**src/sv/decs_pkg.sv**
```systemverilog
// Shared types and constants of the dual echo coincidence sweep block.
package decs_pkg;

    localparam int ECHO_FIELDS  = 3;
    localparam int ECHO_W       = 15;
    localparam int DIST_W       = 13;
    localparam int RAW_DIST_W   = 14;
    localparam int SUM_W        = 15;
    localparam int CNT_W        = 2;
    localparam int SAMPLE_IDX_W = 2;
    localparam int TIME_W       = 32;
    localparam int MS_W         = 16;
    localparam int ANGLE_W      = 8;

    // distance = floor(d * 34 / 125) = (d * DIST_MULT) >> DIST_SHIFT, exact for 15-bit d
    localparam int               DIST_MULT_W = 27;
    localparam int               DIST_SHIFT  = 28;
    localparam int               DIST_PROD_W = ECHO_W + DIST_MULT_W;
    localparam logic [DIST_MULT_W-1:0] DIST_MULT = 27'd73014456;

    // floor(x / 3) = (x * DIV3_MULT) >> DIV3_SHIFT, exact for 15-bit x
    localparam int              DIV3_MULT_W = 16;
    localparam int              DIV3_SHIFT  = 17;
    localparam int              DIV3_PROD_W = SUM_W + DIV3_MULT_W;
    localparam logic [DIV3_MULT_W-1:0] DIV3_MULT = 16'd43691;

    localparam int CFG_INDEX_W = 3;
    localparam int CFG_DATA_W  = 16;

    typedef enum logic [CFG_INDEX_W-1:0] {
        REG_MIN_DISTANCE   = 3'd0,
        REG_MAX_DISTANCE   = 3'd1,
        REG_NEAR_THRESHOLD = 3'd2,
        REG_SYNC_WINDOW    = 3'd3,
        REG_STEP_PERIOD_MS = 3'd4,
        REG_ANGLE_STEP     = 3'd5,
        REG_ANGLE_MAX      = 3'd6
    } reg_idx_t;

    localparam logic [DIST_W-1:0]  MIN_DISTANCE_RST   = 13'd32;
    localparam logic [DIST_W-1:0]  MAX_DISTANCE_RST   = 13'd6400;
    localparam logic [DIST_W-1:0]  NEAR_THRESHOLD_RST = 13'd400;
    localparam logic [MS_W-1:0]    SYNC_WINDOW_RST    = 16'd100;
    localparam logic [MS_W-1:0]    STEP_PERIOD_RST    = 16'd20;
    localparam logic [ANGLE_W-1:0] ANGLE_STEP_RST     = 8'd10;
    localparam logic [ANGLE_W-1:0] ANGLE_MAX_RST      = 8'd180;

    typedef struct packed {
        logic [DIST_W-1:0]  min_distance;
        logic [DIST_W-1:0]  max_distance;
        logic [DIST_W-1:0]  near_threshold;
        logic [MS_W-1:0]    sync_window;
        logic [MS_W-1:0]    step_period_ms;
        logic [ANGLE_W-1:0] angle_step;
        logic [ANGLE_W-1:0] angle_max;
    } cfg_t;

    typedef struct packed {
        logic                    load;
        logic                    conv;
        logic [SAMPLE_IDX_W-1:0] idx;
        logic                    div;
        logic                    upd;
    } cmd_t;

endpackage

```
**src/sv/decs_regs.sv**
```systemverilog
// Configuration register file of the dual echo coincidence sweep block.
module decs_regs (
    input  logic                               aclk,
    input  logic                               aresetn,
    input  logic                               cfg_wen,
    input  logic [decs_pkg::CFG_INDEX_W-1:0]   cfg_index,
    input  logic [decs_pkg::CFG_DATA_W-1:0]    cfg_wdata,
    output decs_pkg::cfg_t                     cfg
);
    import decs_pkg::*;

    cfg_t cfg_reg;
    cfg_t cfg_next;

    always_comb begin
        cfg_next = cfg_reg;
        if (cfg_wen) begin
            case (cfg_index)
                REG_MIN_DISTANCE:   cfg_next.min_distance   = cfg_wdata[DIST_W-1:0];
                REG_MAX_DISTANCE:   cfg_next.max_distance   = cfg_wdata[DIST_W-1:0];
                REG_NEAR_THRESHOLD: cfg_next.near_threshold = cfg_wdata[DIST_W-1:0];
                REG_SYNC_WINDOW:    cfg_next.sync_window    = cfg_wdata[MS_W-1:0];
                REG_STEP_PERIOD_MS: cfg_next.step_period_ms = cfg_wdata[MS_W-1:0];
                REG_ANGLE_STEP:     cfg_next.angle_step     = cfg_wdata[ANGLE_W-1:0];
                REG_ANGLE_MAX:      cfg_next.angle_max      = cfg_wdata[ANGLE_W-1:0];
                default:            cfg_next = cfg_reg;
            endcase
        end
    end

    always_ff @(posedge aclk) begin
        if (!aresetn) begin
            cfg_reg.min_distance   <= MIN_DISTANCE_RST;
            cfg_reg.max_distance   <= MAX_DISTANCE_RST;
            cfg_reg.near_threshold <= NEAR_THRESHOLD_RST;
            cfg_reg.sync_window    <= SYNC_WINDOW_RST;
            cfg_reg.step_period_ms <= STEP_PERIOD_RST;
            cfg_reg.angle_step     <= ANGLE_STEP_RST;
            cfg_reg.angle_max      <= ANGLE_MAX_RST;
        end else begin
            cfg_reg <= cfg_next;
        end
    end

    assign cfg = cfg_reg;

endmodule

```
**src/sv/decs_ctrl.sv**
```systemverilog
// Sequencing state machine of the dual echo coincidence sweep block.
module decs_ctrl #(
    parameter int SAMPLES_PER_READ = 3
) (
    input  logic           aclk,
    input  logic           aresetn,
    input  logic           s_valid,
    output logic           s_ready,
    output logic           m_valid,
    input  logic           m_ready,
    output decs_pkg::cmd_t cmd
);
    import decs_pkg::*;

    localparam int NUM_SAMPLES = (SAMPLES_PER_READ < ECHO_FIELDS) ? SAMPLES_PER_READ
                                                                  : ECHO_FIELDS;
    localparam logic [SAMPLE_IDX_W-1:0] LAST_IDX = SAMPLE_IDX_W'(NUM_SAMPLES - 1);

    typedef enum logic [3:0] {
        S_IDLE = 4'b0001,
        S_CONV = 4'b0010,
        S_DIV  = 4'b0100,
        S_UPD  = 4'b1000
    } state_t;

    state_t                  state_reg, state_next;
    logic [SAMPLE_IDX_W-1:0] idx_reg, idx_next;
    logic                    m_valid_reg, m_valid_next;

    always_comb begin
        state_next   = state_reg;
        idx_next     = idx_reg;
        m_valid_next = m_valid_reg && !m_ready;
        cmd          = '0;
        cmd.idx      = idx_reg;
        s_ready      = 1'b0;
        case (state_reg)
            S_IDLE: begin
                s_ready = 1'b1;
                if (s_valid) begin
                    cmd.load   = 1'b1;
                    idx_next   = '0;
                    state_next = S_CONV;
                end
            end
            S_CONV: begin
                cmd.conv = 1'b1;
                if (idx_reg == LAST_IDX) begin
                    state_next = S_DIV;
                end else begin
                    idx_next = idx_reg + 1'b1;
                end
            end
            S_DIV: begin
                cmd.div    = 1'b1;
                state_next = S_UPD;
            end
            S_UPD: begin
                // hold until the output register is free
                if (!m_valid_reg || m_ready) begin
                    cmd.upd      = 1'b1;
                    m_valid_next = 1'b1;
                    state_next   = S_IDLE;
                end
            end
            default: begin
                state_next = S_IDLE;
            end
        endcase
    end

    always_ff @(posedge aclk) begin
        if (!aresetn) begin
            state_reg   <= S_IDLE;
            idx_reg     <= '0;
            m_valid_reg <= 1'b0;
        end else begin
            state_reg   <= state_next;
            idx_reg     <= idx_next;
            m_valid_reg <= m_valid_next;
        end
    end

    assign m_valid = m_valid_reg;

endmodule

```
**src/sv/decs_datapath.sv**
```systemverilog
// Range averaging, coincidence detection and sweep datapath.
module decs_datapath (
    input  logic                                aclk,
    input  logic                                aresetn,
    input  decs_pkg::cmd_t                      cmd,
    input  decs_pkg::cfg_t                      cfg,
    input  logic [decs_pkg::TIME_W-1:0]         s_now_ms,
    input  logic [decs_pkg::ECHO_W-1:0]         s_echo1_first,
    input  logic [decs_pkg::ECHO_W-1:0]         s_echo1_second,
    input  logic [decs_pkg::ECHO_W-1:0]         s_echo1_third,
    input  logic [decs_pkg::ECHO_W-1:0]         s_echo2_first,
    input  logic [decs_pkg::ECHO_W-1:0]         s_echo2_second,
    input  logic [decs_pkg::ECHO_W-1:0]         s_echo2_third,
    output logic [decs_pkg::DIST_W-1:0]         m_range1,
    output logic                                m_range1_ok,
    output logic [decs_pkg::DIST_W-1:0]         m_range2,
    output logic                                m_range2_ok,
    output logic                                m_servo_write,
    output logic [decs_pkg::ANGLE_W-1:0]        m_servo_angle,
    output logic                                m_sweeping,
    output logic                                m_sweep_started,
    output logic                                m_sweep_done
);
    import decs_pkg::*;

    function automatic logic [RAW_DIST_W-1:0] dist_of(input logic [ECHO_W-1:0] d);
        logic [DIST_PROD_W-1:0] p;
        p = DIST_PROD_W'(d) * DIST_PROD_W'(DIST_MULT);
        return p[DIST_SHIFT +: RAW_DIST_W];
    endfunction

    function automatic logic [DIST_W-1:0] avg_of(input logic [SUM_W-1:0] s,
                                                 input logic [CNT_W-1:0] c);
        logic [DIV3_PROD_W-1:0] p;
        logic [DIST_W-1:0]      a;
        p = DIV3_PROD_W'(s) * DIV3_PROD_W'(DIV3_MULT);
        case (c)
            2'd1:    a = s[DIST_W-1:0];
            2'd2:    a = s[DIST_W:1];
            2'd3:    a = p[DIV3_SHIFT +: DIST_W];
            default: a = '0;
        endcase
        return a;
    endfunction

    logic [TIME_W-1:0]  now_reg;
    logic [ECHO_W-1:0]  echo1_reg [ECHO_FIELDS];
    logic [ECHO_W-1:0]  echo2_reg [ECHO_FIELDS];
    logic [SUM_W-1:0]   sum1_reg, sum2_reg;
    logic [CNT_W-1:0]   cnt1_reg, cnt2_reg;
    logic [DIST_W-1:0]  avg1_reg, avg2_reg;
    logic               ok1_reg, ok2_reg;

    logic [TIME_W-1:0]  dt1_reg, dt1_next;
    logic [TIME_W-1:0]  dt2_reg, dt2_next;
    logic               sweep_reg, sweep_next;
    logic [ANGLE_W-1:0] angle_reg, angle_next;
    logic               up_reg, up_next;
    logic [TIME_W-1:0]  last_reg, last_next;

    logic [DIST_W-1:0]  range1_reg, range2_reg;
    logic               range1_ok_reg, range2_ok_reg;
    logic               write_reg, write_next;
    logic [ANGLE_W-1:0] wangle_reg, wangle_next;
    logic               sweeping_reg;
    logic               started_reg, started_next;
    logic               done_reg, done_next;

    logic [ECHO_W-1:0]     e1, e2;
    logic [RAW_DIST_W-1:0] d1, d2;
    logic                  v1, v2;

    always_comb begin
        case (cmd.idx)
            2'd0:    begin e1 = echo1_reg[0]; e2 = echo2_reg[0]; end
            2'd1:    begin e1 = echo1_reg[1]; e2 = echo2_reg[1]; end
            2'd2:    begin e1 = echo1_reg[2]; e2 = echo2_reg[2]; end
            default: begin e1 = '0;           e2 = '0;           end
        endcase
    end

    assign d1 = dist_of(e1);
    assign d2 = dist_of(e2);
    assign v1 = (e1 != '0) && (d1 > {1'b0, cfg.min_distance})
                && (d1 < {1'b0, cfg.max_distance});
    assign v2 = (e2 != '0) && (d2 > {1'b0, cfg.min_distance})
                && (d2 < {1'b0, cfg.max_distance});

    logic               near1, near2;
    logic [TIME_W-1:0]  dt1_hit, dt2_hit, diff;
    logic               start;
    logic               sw_base, up_base;
    logic [ANGLE_W-1:0] ang_base;
    logic [TIME_W-1:0]  last_base, elapsed;
    logic               step;
    logic [ANGLE_W:0]   up_sum;

    always_comb begin
        near1     = ok1_reg && (avg1_reg < cfg.near_threshold);
        near2     = ok2_reg && (avg2_reg < cfg.near_threshold);
        dt1_hit   = near1 ? now_reg : dt1_reg;
        dt2_hit   = near2 ? now_reg : dt2_reg;
        diff      = (dt1_hit > dt2_hit) ? (dt1_hit - dt2_hit) : (dt2_hit - dt1_hit);
        start     = !sweep_reg && near1 && near2 && (diff < {16'd0, cfg.sync_window});
        sw_base   = sweep_reg || start;
        up_base   = start ? 1'b1 : up_reg;
        ang_base  = start ? '0 : angle_reg;
        last_base = start ? '0 : last_reg;
        elapsed   = now_reg - last_base;
        step      = sw_base && (elapsed >= {16'd0, cfg.step_period_ms});
        up_sum    = {1'b0, ang_base} + {1'b0, cfg.angle_step};

        dt1_next     = dt1_hit;
        dt2_next     = dt2_hit;
        sweep_next   = sw_base;
        angle_next   = ang_base;
        up_next      = up_base;
        last_next    = last_base;
        write_next   = 1'b0;
        wangle_next  = '0;
        started_next = start;
        done_next    = 1'b0;
        if (step) begin
            last_next   = now_reg;
            write_next  = 1'b1;
            wangle_next = ang_base;
            if (up_base) begin
                if (up_sum >= {1'b0, cfg.angle_max}) begin
                    angle_next = cfg.angle_max;
                    up_next    = 1'b0;
                end else begin
                    angle_next = up_sum[ANGLE_W-1:0];
                end
            end else if (ang_base <= cfg.angle_step) begin
                angle_next = '0;
                sweep_next = 1'b0;
                dt1_next   = '0;
                dt2_next   = '0;
                done_next  = 1'b1;
            end else begin
                angle_next = ang_base - cfg.angle_step;
            end
        end
    end

    always_ff @(posedge aclk) begin
        if (cmd.load) begin
            now_reg      <= s_now_ms;
            echo1_reg[0] <= s_echo1_first;
            echo1_reg[1] <= s_echo1_second;
            echo1_reg[2] <= s_echo1_third;
            echo2_reg[0] <= s_echo2_first;
            echo2_reg[1] <= s_echo2_second;
            echo2_reg[2] <= s_echo2_third;
            sum1_reg     <= '0;
            sum2_reg     <= '0;
            cnt1_reg     <= '0;
            cnt2_reg     <= '0;
        end
        if (cmd.conv) begin
            if (v1) begin
                sum1_reg <= sum1_reg + SUM_W'(d1);
                cnt1_reg <= cnt1_reg + 1'b1;
            end
            if (v2) begin
                sum2_reg <= sum2_reg + SUM_W'(d2);
                cnt2_reg <= cnt2_reg + 1'b1;
            end
        end
        if (cmd.div) begin
            avg1_reg <= avg_of(sum1_reg, cnt1_reg);
            avg2_reg <= avg_of(sum2_reg, cnt2_reg);
            ok1_reg  <= (cnt1_reg != '0);
            ok2_reg  <= (cnt2_reg != '0);
        end
        if (cmd.upd) begin
            range1_reg    <= avg1_reg;
            range2_reg    <= avg2_reg;
            range1_ok_reg <= ok1_reg;
            range2_ok_reg <= ok2_reg;
            write_reg     <= write_next;
            wangle_reg    <= wangle_next;
            sweeping_reg  <= sweep_next;
            started_reg   <= started_next;
            done_reg      <= done_next;
        end
    end

    always_ff @(posedge aclk) begin
        if (!aresetn) begin
            dt1_reg   <= '0;
            dt2_reg   <= '0;
            sweep_reg <= 1'b0;
            angle_reg <= '0;
            up_reg    <= 1'b1;
            last_reg  <= '0;
        end else if (cmd.upd) begin
            dt1_reg   <= dt1_next;
            dt2_reg   <= dt2_next;
            sweep_reg <= sweep_next;
            angle_reg <= angle_next;
            up_reg    <= up_next;
            last_reg  <= last_next;
        end
    end

    assign m_range1        = range1_reg;
    assign m_range1_ok     = range1_ok_reg;
    assign m_range2        = range2_reg;
    assign m_range2_ok     = range2_ok_reg;
    assign m_servo_write   = write_reg;
    assign m_servo_angle   = wangle_reg;
    assign m_sweeping      = sweeping_reg;
    assign m_sweep_started = started_reg;
    assign m_sweep_done    = done_reg;

endmodule

```
**src/sv/dual_echo_coincidence_sweep_top.sv**
```systemverilog
// Top level of the dual echo coincidence sweep block.
// Flow: load the input, convert N = min(SAMPLES_PER_READ, 3) samples, divide, update.
// No new input is taken until the last result is registered and the output register is free;
// the sample loop converts one echo per sensor per cycle on one shared multiplier each.
// Reset: synchronous active-low aresetn clears sweep state and loads register defaults.
module dual_echo_coincidence_sweep_top #(
    parameter int SAMPLES_PER_READ = 3
) (
    input  logic                                aclk,
    input  logic                                aresetn,
    input  logic                                cfg_wen,
    input  logic [decs_pkg::CFG_INDEX_W-1:0]    cfg_index,
    input  logic [decs_pkg::CFG_DATA_W-1:0]     cfg_wdata,
    input  logic                                s_valid,
    output logic                                s_ready,
    input  logic [decs_pkg::TIME_W-1:0]         s_now_ms,
    input  logic [decs_pkg::ECHO_W-1:0]         s_echo1_first,
    input  logic [decs_pkg::ECHO_W-1:0]         s_echo1_second,
    input  logic [decs_pkg::ECHO_W-1:0]         s_echo1_third,
    input  logic [decs_pkg::ECHO_W-1:0]         s_echo2_first,
    input  logic [decs_pkg::ECHO_W-1:0]         s_echo2_second,
    input  logic [decs_pkg::ECHO_W-1:0]         s_echo2_third,
    output logic                                m_valid,
    input  logic                                m_ready,
    output logic [decs_pkg::DIST_W-1:0]         m_range1,
    output logic                                m_range1_ok,
    output logic [decs_pkg::DIST_W-1:0]         m_range2,
    output logic                                m_range2_ok,
    output logic                                m_servo_write,
    output logic [decs_pkg::ANGLE_W-1:0]        m_servo_angle,
    output logic                                m_sweeping,
    output logic                                m_sweep_started,
    output logic                                m_sweep_done
);
    import decs_pkg::*;

    cfg_t cfg;
    cmd_t cmd;

    decs_regs u_regs (
        .aclk      (aclk),
        .aresetn   (aresetn),
        .cfg_wen   (cfg_wen),
        .cfg_index (cfg_index),
        .cfg_wdata (cfg_wdata),
        .cfg       (cfg)
    );

    decs_ctrl #(
        .SAMPLES_PER_READ (SAMPLES_PER_READ)
    ) u_ctrl (
        .aclk    (aclk),
        .aresetn (aresetn),
        .s_valid (s_valid),
        .s_ready (s_ready),
        .m_valid (m_valid),
        .m_ready (m_ready),
        .cmd     (cmd)
    );

    decs_datapath u_datapath (
        .aclk            (aclk),
        .aresetn         (aresetn),
        .cmd             (cmd),
        .cfg             (cfg),
        .s_now_ms        (s_now_ms),
        .s_echo1_first   (s_echo1_first),
        .s_echo1_second  (s_echo1_second),
        .s_echo1_third   (s_echo1_third),
        .s_echo2_first   (s_echo2_first),
        .s_echo2_second  (s_echo2_second),
        .s_echo2_third   (s_echo2_third),
        .m_range1        (m_range1),
        .m_range1_ok     (m_range1_ok),
        .m_range2        (m_range2),
        .m_range2_ok     (m_range2_ok),
        .m_servo_write   (m_servo_write),
        .m_servo_angle   (m_servo_angle),
        .m_sweeping      (m_sweeping),
        .m_sweep_started (m_sweep_started),
        .m_sweep_done    (m_sweep_done)
    );

    a_done_ends_sweep: assert property (@(posedge aclk) disable iff (!aresetn)
        m_valid && m_sweep_done |-> m_servo_write && !m_sweeping)
        else $error("sweep end without a final write or with sweep still active");

    a_start_sweeps: assert property (@(posedge aclk) disable iff (!aresetn)
        m_valid && m_sweep_started |-> m_sweeping)
        else $error("sweep started but not active");

    a_no_write_zero_angle: assert property (@(posedge aclk) disable iff (!aresetn)
        m_valid && !m_servo_write |-> m_servo_angle == '0)
        else $error("servo angle nonzero without a write");

    a_one_item_in_flight: assert property (@(posedge aclk) disable iff (!aresetn)
        s_valid && s_ready |=> !s_ready)
        else $error("input taken again while an item is in progress");

endmodule
```
**config.mk**
```make
export PLATFORM = sky130hd
export DESIGN_NAME = dual_echo_coincidence_sweep_top
export DESIGN_NICKNAME = d
export VERILOG_FILES = /design/src/sv/decs_pkg.sv /design/src/sv/decs_regs.sv /design/src/sv/decs_ctrl.sv /design/src/sv/decs_datapath.sv /design/src/sv/dual_echo_coincidence_sweep_top.sv
export SDC_FILE = /design/constraint.sdc
export NUM_CORES = 2
export LEC_CHECK = 0
export BUFFER_PORTS_ARGS = -buffer_cell sky130_fd_sc_hd__buf_2
export CORE_MARGIN = 2
export CORE_UTILIZATION = 45
export CTS_BUF_LIST = sky130_fd_sc_hd__clkbuf_8
export DETAILED_ROUTE_END_ITERATION = 12
export GPL_TIMING_DRIVEN = 0
export HOLD_SLACK_MARGIN = 0.15
export SLEW_MARGIN = 10
export SYNTH_ARGS = -nofsm -noshare
export SYNTH_HDL_FRONTEND = slang
export SYNTH_SLANG_ARGS = --single-unit
```
**constraint.sdc**
```tcl
create_clock -name aclk -period 14 [get_ports aclk]
set_clock_uncertainty 0.1 [all_clocks]
set_input_delay 0.7 -clock aclk [delete_from_list [all_inputs] [get_ports aclk]]
set_output_delay 0.7 -clock aclk [all_outputs]
set_load 0.02 [all_outputs]
```
**After elaboration in Yosys (flattened, before gate mapping)**

Memories as Yosys holds them, arrays and structs flattened.
Index checks and enable logic that the tools add are counted.
Widths: inputs -> output; s select.

- Add/sub/neg operators: 10
- Multiply operators: 4
- $lt $le $gt $ge: 11
- Eq/ne operators: 22
- Mux-type cells: 59
- Bitwise operators: 1
- Reduce and logical (&&, ||, !) cells: 33

Operators with widths:

| cell | number |
|---|---|
| $mux 32 | 11 |
| $sub 32x32->32 | 3 |
| $mux 15 | 6 |
| $pmux 15 s3 | 2 |
| $mul 15x24->39 const B | 2 |
| $pmux 13 s3 | 2 |
| $mul 15x16->30 const B | 2 |
| $mux 8 | 5 |
| $ge 32x16->1 | 1 |
| $gt 32x32->1 | 1 |
| $lt 32x16->1 | 1 |
| $add 15x14->15 | 2 |
| $reduce_bool 15->1 | 2 |
| $gt 14x13->1 | 2 |
| $lt 14x13->1 | 2 |
| $lt 13x13->1 | 2 |
| $mux 1 | 20 |
| $mux 2 | 8 |
| $pmux 4 s4 | 1 |
| $reduce_and 2->1 | 7 |
| $mux 4 | 3 |
| $logic_and 1x1->1 | 11 |
| $eq 2x2->1 const B | 5 |
| $add 8x8->9 | 1 |
| other kinds (23) | 38 |

- Flip-flop bits (word level): 334
- Memory bits (writable): 90
- Input bits: 146
- Output and inout port bits: 42
- Word-level logic and storage cells: 176
- Memories kept: 2

Memories:

| name | words | width | read ports | clocked after memory_dff | write ports | line | source |
|---|---|---|---|---|---|---|---|
| u_datapath.echo1_reg | 3 | 15 | 3 | 0 | 3 | decs_datapath.sv:47 | `logic [ECHO_W-1:0] echo1_reg [ECHO_FIELDS];` |
| u_datapath.echo2_reg | 3 | 15 | 3 | 0 | 3 | decs_datapath.sv:48 | `logic [ECHO_W-1:0] echo2_reg [ECHO_FIELDS];` |

**Logic depth before layout (Yosys ltp)**

- Depth after elaboration: 13
- Mapped depth: 62
- Mapped depth without buffers: 55

**By module**

A second synthesis with hierarchy kept.

- Cells, all modules: 4405
- Area, all modules: 43804.5 µm²

Modules (own cells, without submodules):

| module | times used | cells an instance | area each (µm²) | seq. area each (µm²) |
|---|---|---|---|---|
| decs_datapath | 1 | 4038 | 40039.7 | 8508.2 |
| decs_regs | 1 | 323 | 3345.7 | 1741.7 |
| decs_ctrl | 1 | 44 | 419.2 | 140.1 |

**Least setup slack after synthesis**

OpenSTA, ideal clock, no wires.

- Path kind: register to register
- From: register u_datapath.avg2_reg[6]
- To: register u_datapath.last_reg[1]
- Setup time: 59 ps
- Arrival time: 11261 ps
- Data required time: 13841 ps
- Setup slack: 2580 ps
- Cell stages (with the launch flop): 57
- Buffers on the path: 9
- Clock period less this slack: 11420 ps
- Path through: edfxtp_1 ha_1 a21o_1 a211oi_1 a21oi_1 a211oi_2 clkbuf_1 mux2i_1 ha_1 buf_6 a21oi_2 o21ai_1 a221o_1 mux2_4 and2_4 buf_6 buf_6 clkbuf_1 [... 21 more ...] o21a_1 o41ai_1 o21a_1 nor2_1 xnor2_1 ha_1 a21o_1 a21oi_1 o21ai_0 a221oi_1 o311ai_0 nor3_1 and4_1 a31oi_1 o21bai_1 a21oi_1 buf_2 a22o_1

- Longest elaborated chain between the ends: 12
- Elaborated cells on any way between the ends: 16
- Classes of those cells: 3 x add/sub; 4 x order compare; 4 x mux; 5 x reduce/logical

RTL lines:

| what | line | source |
|---|---|---|
| start: declaration | decs_datapath.sv:51 | `logic [DIST_W-1:0] avg1_reg, avg2_reg;` |
| start signal: assignment | decs_datapath.sv:172 | `avg2_reg <= avg_of(sum2_reg, cnt2_reg);` |
| $lt 13x13->1 * | decs_datapath.sv:100 | `near2 = ok2_reg && (avg2_reg < cfg.near_threshold);` |
| $logic_and 1x1->1 * | decs_datapath.sv:100 |  |
| $mux 32 | decs_datapath.sv:102 | `dt2_hit = near2 ? now_reg : dt2_reg;` |
| $sub 32x32->32 or $gt 32x32->1 (tied branches) | decs_datapath.sv:103 | `diff = (dt1_hit > dt2_hit) ? (dt1_hit - dt2_hit) : (dt2_hit - dt1_hit);` |
| $mux 32 | decs_datapath.sv:103 |  |
| $lt 32x16->1 | decs_datapath.sv:104 | `start = !sweep_reg && near1 && near2 && (diff < {16'd0, cfg.sync_window});` |
| $logic_and 1x1->1 * | decs_datapath.sv:104 |  |
| $mux 32 | decs_datapath.sv:108 | `last_base = start ? '0 : last_reg;` |
| $sub 32x32->32 | decs_datapath.sv:109 | `elapsed = now_reg - last_base;` |
| $ge 32x16->1 | decs_datapath.sv:110 | `step = sw_base && (elapsed >= {16'd0, cfg.step_period_ms});` |
| $logic_and 1x1->1 | decs_datapath.sv:110 |  |
| $mux 32 * | decs_datapath.sv:123 | `if (step) begin` |
| end signal: assignment | decs_datapath.sv:203 | `last_reg <= last_next;` |
| end: declaration | decs_datapath.sv:59 | `logic [TIME_W-1:0] last_reg, last_next;` |

Mark *: on every way between the ends. The rest lies on a longest branch, timed or not.
A chain may end at the register's enable or synchronous reset.

**Worst setup path in the final report**

- From: register u_regs.cfg_reg (netlist bit u_regs.cfg[54])
- To: register u_datapath.last_reg[26]

- Longest elaborated chain between the ends: 12
- Elaborated cells on any way between the ends: 20
- Classes of those cells: 3 x add/sub; 5 x order compare; 5 x mux; 7 x reduce/logical

RTL lines:

| what | line | source |
|---|---|---|
| start: declaration | decs_regs.sv:12 | `cfg_t cfg_reg;` |
| start signal: assignment | decs_regs.sv:41 | `cfg_reg <= cfg_next;` |
| $lt 13x13->1 (on tied branches) | decs_datapath.sv:100, decs_datapath.sv:99 |  |
| $logic_and 1x1->1 (on tied branches) | decs_datapath.sv:100, decs_datapath.sv:99 |  |
| $mux 32 (on tied branches) | decs_datapath.sv:102, decs_datapath.sv:101 |  |
| $sub 32x32->32 or $gt 32x32->1 (tied branches) | decs_datapath.sv:103 |  |
| $mux 32 | decs_datapath.sv:103 |  |
| $lt 32x16->1 | decs_datapath.sv:104 |  |
| $logic_and 1x1->1 * | decs_datapath.sv:104 |  |
| $mux 32 | decs_datapath.sv:108 |  |
| $sub 32x32->32 | decs_datapath.sv:109 |  |
| $ge 32x16->1 | decs_datapath.sv:110 |  |
| $logic_and 1x1->1 | decs_datapath.sv:110 |  |
| $mux 32 * | decs_datapath.sv:123 |  |

Marks and branches as above.

==> results.rst <==
.. list-table::
   :header-rows: 1

   * - Metric
     - Value
   * - Reg power frac
     - approximately 16%
   * - Number of global-route vias before repair
     - ~34000
   * - Fin. Hold Viols
     - 0
   * - Die outline area
     - a little under 100000 um^2
   * - Vias per cell
     - 5.36
   * - Number of max-capacitance violations reported
     - 0
   * - Number of register bits inferred by synthesis
     - approximately 420
   * - Antenna violations before repair
     - 5
   * - Max transition margin
     - approximately 25%
   * - Fill count
     - about 8800
   * - Net switching power
     - around 0.0044 W
   * - Highest-count cells in the layout ignoring fill and taps
     - ha_1 (795), inv_1 (715), nand2_1 (472)
   * - Result of the run
     - complete, no violations
   * - Crit Path Max Fanout
     - 10
   * - Min-delay worst type
     - in2reg
   * - Instance area at placement
     - 45800 um^2
   * - Share of the synthesized area in the top cell type
     - 23.0%
   * - Netlist Area Pre-Place
     - roughly 43000 um^2
   * - Clock power frac
     - between 10% and 20%
   * - Via count of the routed design
     - approximately 33000
   * - Biggest cell delay along the critical path
     - 490 ps
   * - Share of the yosys chip area belonging to registers
     - between 20% and 30%
   * - Max Buffers Root-to-Sink
     - 3
   * - Most frequent cell on the critical path
     - ha_1
   * - Proportion of layout cells with a drive suffix above 1
     - ~11%
   * - Cells taking the most area after synthesis
     - ha_1 (23%), fa_1 (16%), edfxtp_1 (13%)
   * - Post-synth EDFFs
     - 190
   * - Timing-limited maximum frequency
     - between 0.07 and 0.08 GHz
   * - Clk_lat worst skew
     - 760 ps
   * - TNS Setup
     - 0 ps
   * - Total power draw
     - approximately 0.009 W
   * - Clock sinks
     - ~420
   * - Master of the slowest instance on the critical path
     - a221oi_2
   * - Vertical die dimension
     - 314 um
   * - Pin count of the biggest net entering global routing
     - 96
   * - Antenna viol nets, final
     - 0
   * - Share of the clock period used by the worst path after layout
     - 95.4%
   * - Area overhead of the layout relative to synthesis
     - 13.9%
   * - Clock tree from TritonCTS
     - built
   * - GRT Overall Usage
     - between 20% and 30%
   * - Worst Path Class, Setup
     - reg2reg
   * - Clock transition at the registers of the reported paths
     - around 70 ps
   * - Hold Startpoint
     - aresetn
   * - Initial drt markers
     - between 2000 and 2500
   * - Rows
     - around 110
   * - Critical path startpoint
     - u_regs.cfg[54]
   * - Remaining design rule violation count
     - 0
   * - Internal Power
     - between 0.004 and 0.005 W
   * - CTS Root Cell
     - clkbuf_8
   * - Actual slew at the worst max-slew pin
     - 1120 ps
   * - Combinational group share of total power
     - between 70 and 80%
   * - Number of max-slew violations in the final report
     - 0
   * - Weighted congestion at the end of routability-driven global placement
     - between 0.9 and 1
   * - Total power per unit cell area
     - between 150 and 200 nW/um^2
   * - Number of buffer cells added on primary ports
     - roughly 190
   * - Net total in the final layout
     - around 6200
   * - Post-layout util
     - between 50% and 60%
   * - RR Startpoint
     - u_regs.cfg[54]
   * - Sw Ratio
     - 47.8%
   * - Ys flop type
     - dfxtp_1
   * - Synth Net Count
     - just under 6000
   * - Routed WL
     - ~120000 um
   * - Initial DRT Pass Iterations
     - 9
   * - I/O pin total
     - ~190
   * - Inserted Clock Buffers
     - 81
   * - Level count of the clock H-tree
     - 3
   * - Sum of overflow across all layers after global routing
     - 0
   * - Type of destination of the critical path
     - flop
   * - Data arrival time of the critical path
     - 13850 ps
   * - Endpoint required time on the critical path
     - roughly 14000 ps
   * - Post-route standard cell area excluding fillers
     - roughly 49000 um^2
   * - Most frequent standard cell in the layout excluding fill and tap cells
     - ha_1
   * - Horizontal die dimension
     - about 310 um
   * - Proportion of register bits with asynchronous set or reset after synthesis
     - 0%
   * - Detailed-placement wirelength estimate
     - around 95000 um
   * - Core Box Area
     - 95000 um^2
   * - Max FFs per register
     - 87
   * - Type of element launching the critical path
     - flop
   * - Routed length per instance
     - between 15 and 20 um
   * - Number of warnings printed during yosys synthesis
     - 0
   * - Starting utilization of the core area
     - 45.5%
   * - Global-route wire length before repair
     - between 150000 and 200000 um
   * - Number of failing setup endpoints in the final timing report
     - 0
   * - Leakage dissipation
     - about 24 nW
   * - Maximum vdd ir drop
     - slightly above 0.0002 V
   * - Cell type with the largest total area after synthesis
     - ha_1
   * - Synthesized instance count
     - 4498
   * - Average footprint of a synthesized cell
     - 9.60 um^2
   * - Count of different cell masters after synthesis
     - 94
   * - Time the worst path needs with I/O delays and setup
     - ~13000 ps
stage by stage:
step	hold slack, ps	setup WS, ps	instances
5_1_grt	183	-4.45	6246
6_report	208	639	6246
2_1_floorplan	317	2580	4498
4_1_cts	154	26.1	6236
3_3_place_gp	334	-3410	5950
3_5_place_dp	340	-3140	5956
power by group through the flow:
stage	Clock, W	Sequential, W	Combinational (W)
floorplan	0	0.00142	0.00485
detailed placement	0	0.00146	0.00647
global placement	0	0.00147	0.00637
finish	0.00130	0.00144	0.00654
CTS	0.00133	0.00144	0.00658
global route	0.00138	0.00145	0.00753
final timing paths:
path / end / slack, ps / depth (start not counted)
max: u_datapath.last_reg[26] / 640 / 59
min: u_datapath.sweep_reg / 210 / 2
max reg2reg: u_datapath.last_reg[26] / 640 / 59
min reg2reg: u_datapath.dt2_reg[30] / 350 / 2
layer usage:
metal / up-vias / part of all wire [%] / wire length, um / track usage, %
met4: 0 / 3.4 / 3970 / 8.74
met3: 210 / 4.2 / 4900 / 2.82
li1: 16500 / - / - / -
met5: - / 0 / 0 / 0
met2: 745 / 49 / 58100 / 41.4
met1: 16000 / 43 / 50400 / 30.4
cell usage after synthesis (14+ instances only):
library cell and count:
a2111oi_0 14, a211oi_1 27, a21o_1 90, a21oi_1 280
a222oi_1 25, a22o_1 33, a22oi_1 14, a31o_2 26
a31oi_1 14, and2_1 25, buf_1 14, buf_2 28
clkbuf_1 70, dfxtp_1 234, edfxtp_1 190, fa_1 335
ha_1 795, inv_1 694, mux2i_1 83, nand2_1 472
nand2b_1 29, nand3_1 79, nand4_1 36, nor2_1 167
nor2b_1 28, nor3_1 31, o211ai_1 39, o21a_1 29
o21ai_0 99, o21ai_1 26, o21ai_2 58, o21bai_1 30
o22ai_1 16, o31ai_1 15, xnor2_1 104, xor2_1 31
final cells by class:
class | count | area, um^2 | share of cell area [%]
sequential | 424 | 10400 | 21.1
clock inverter | 50 | 347 | 0.705
timing repair buffer | 329 | 2370 | 4.82
clock buffer | 100 | 1380 | 2.80
inverter | 695 | 2610 | 5.31
multi-input combinational | 3255 | 29900 | 60.7
antenna | 5 | 12.5 | 0.0254
buffer | 123 | 621 | 1.26
tap | 1265 | 1580 | 3.22
critical path, delay by kind of cell (launching register included):
kind	cells	cell delay (ps)
adder cells (fa/ha/maj)	6	1510
XOR/XNOR	2	370
buffers and inverters	13	2300
AO/OA/AOI/OAI	22	4650
multiplexers	2	740
flip-flops	1	340
AND/OR/NAND/NOR	14	3120
cells by family after synthesis:
logic type / synth area share, %
muxes: 2.04
buffers and inverters: 7.40
adders and majority gates: 38.6
and+or+nand+nor: 10.1
DFF: 24.1
xor gates and xnor gates: 2.74
AOI/OAI and AO/OA: 15.1
what timing repair did:
item / CTS / global route
gates resized for setup: 34 / 48
hold endpoints to repair: 126 / 0
pin swaps: 5 / 6
setup buffers: 6 / 5
hold buffers: 125 / 0
endpoints found under the setup margin: 117 / 111
No activity file was read; power rests on OpenSTA's default activity.
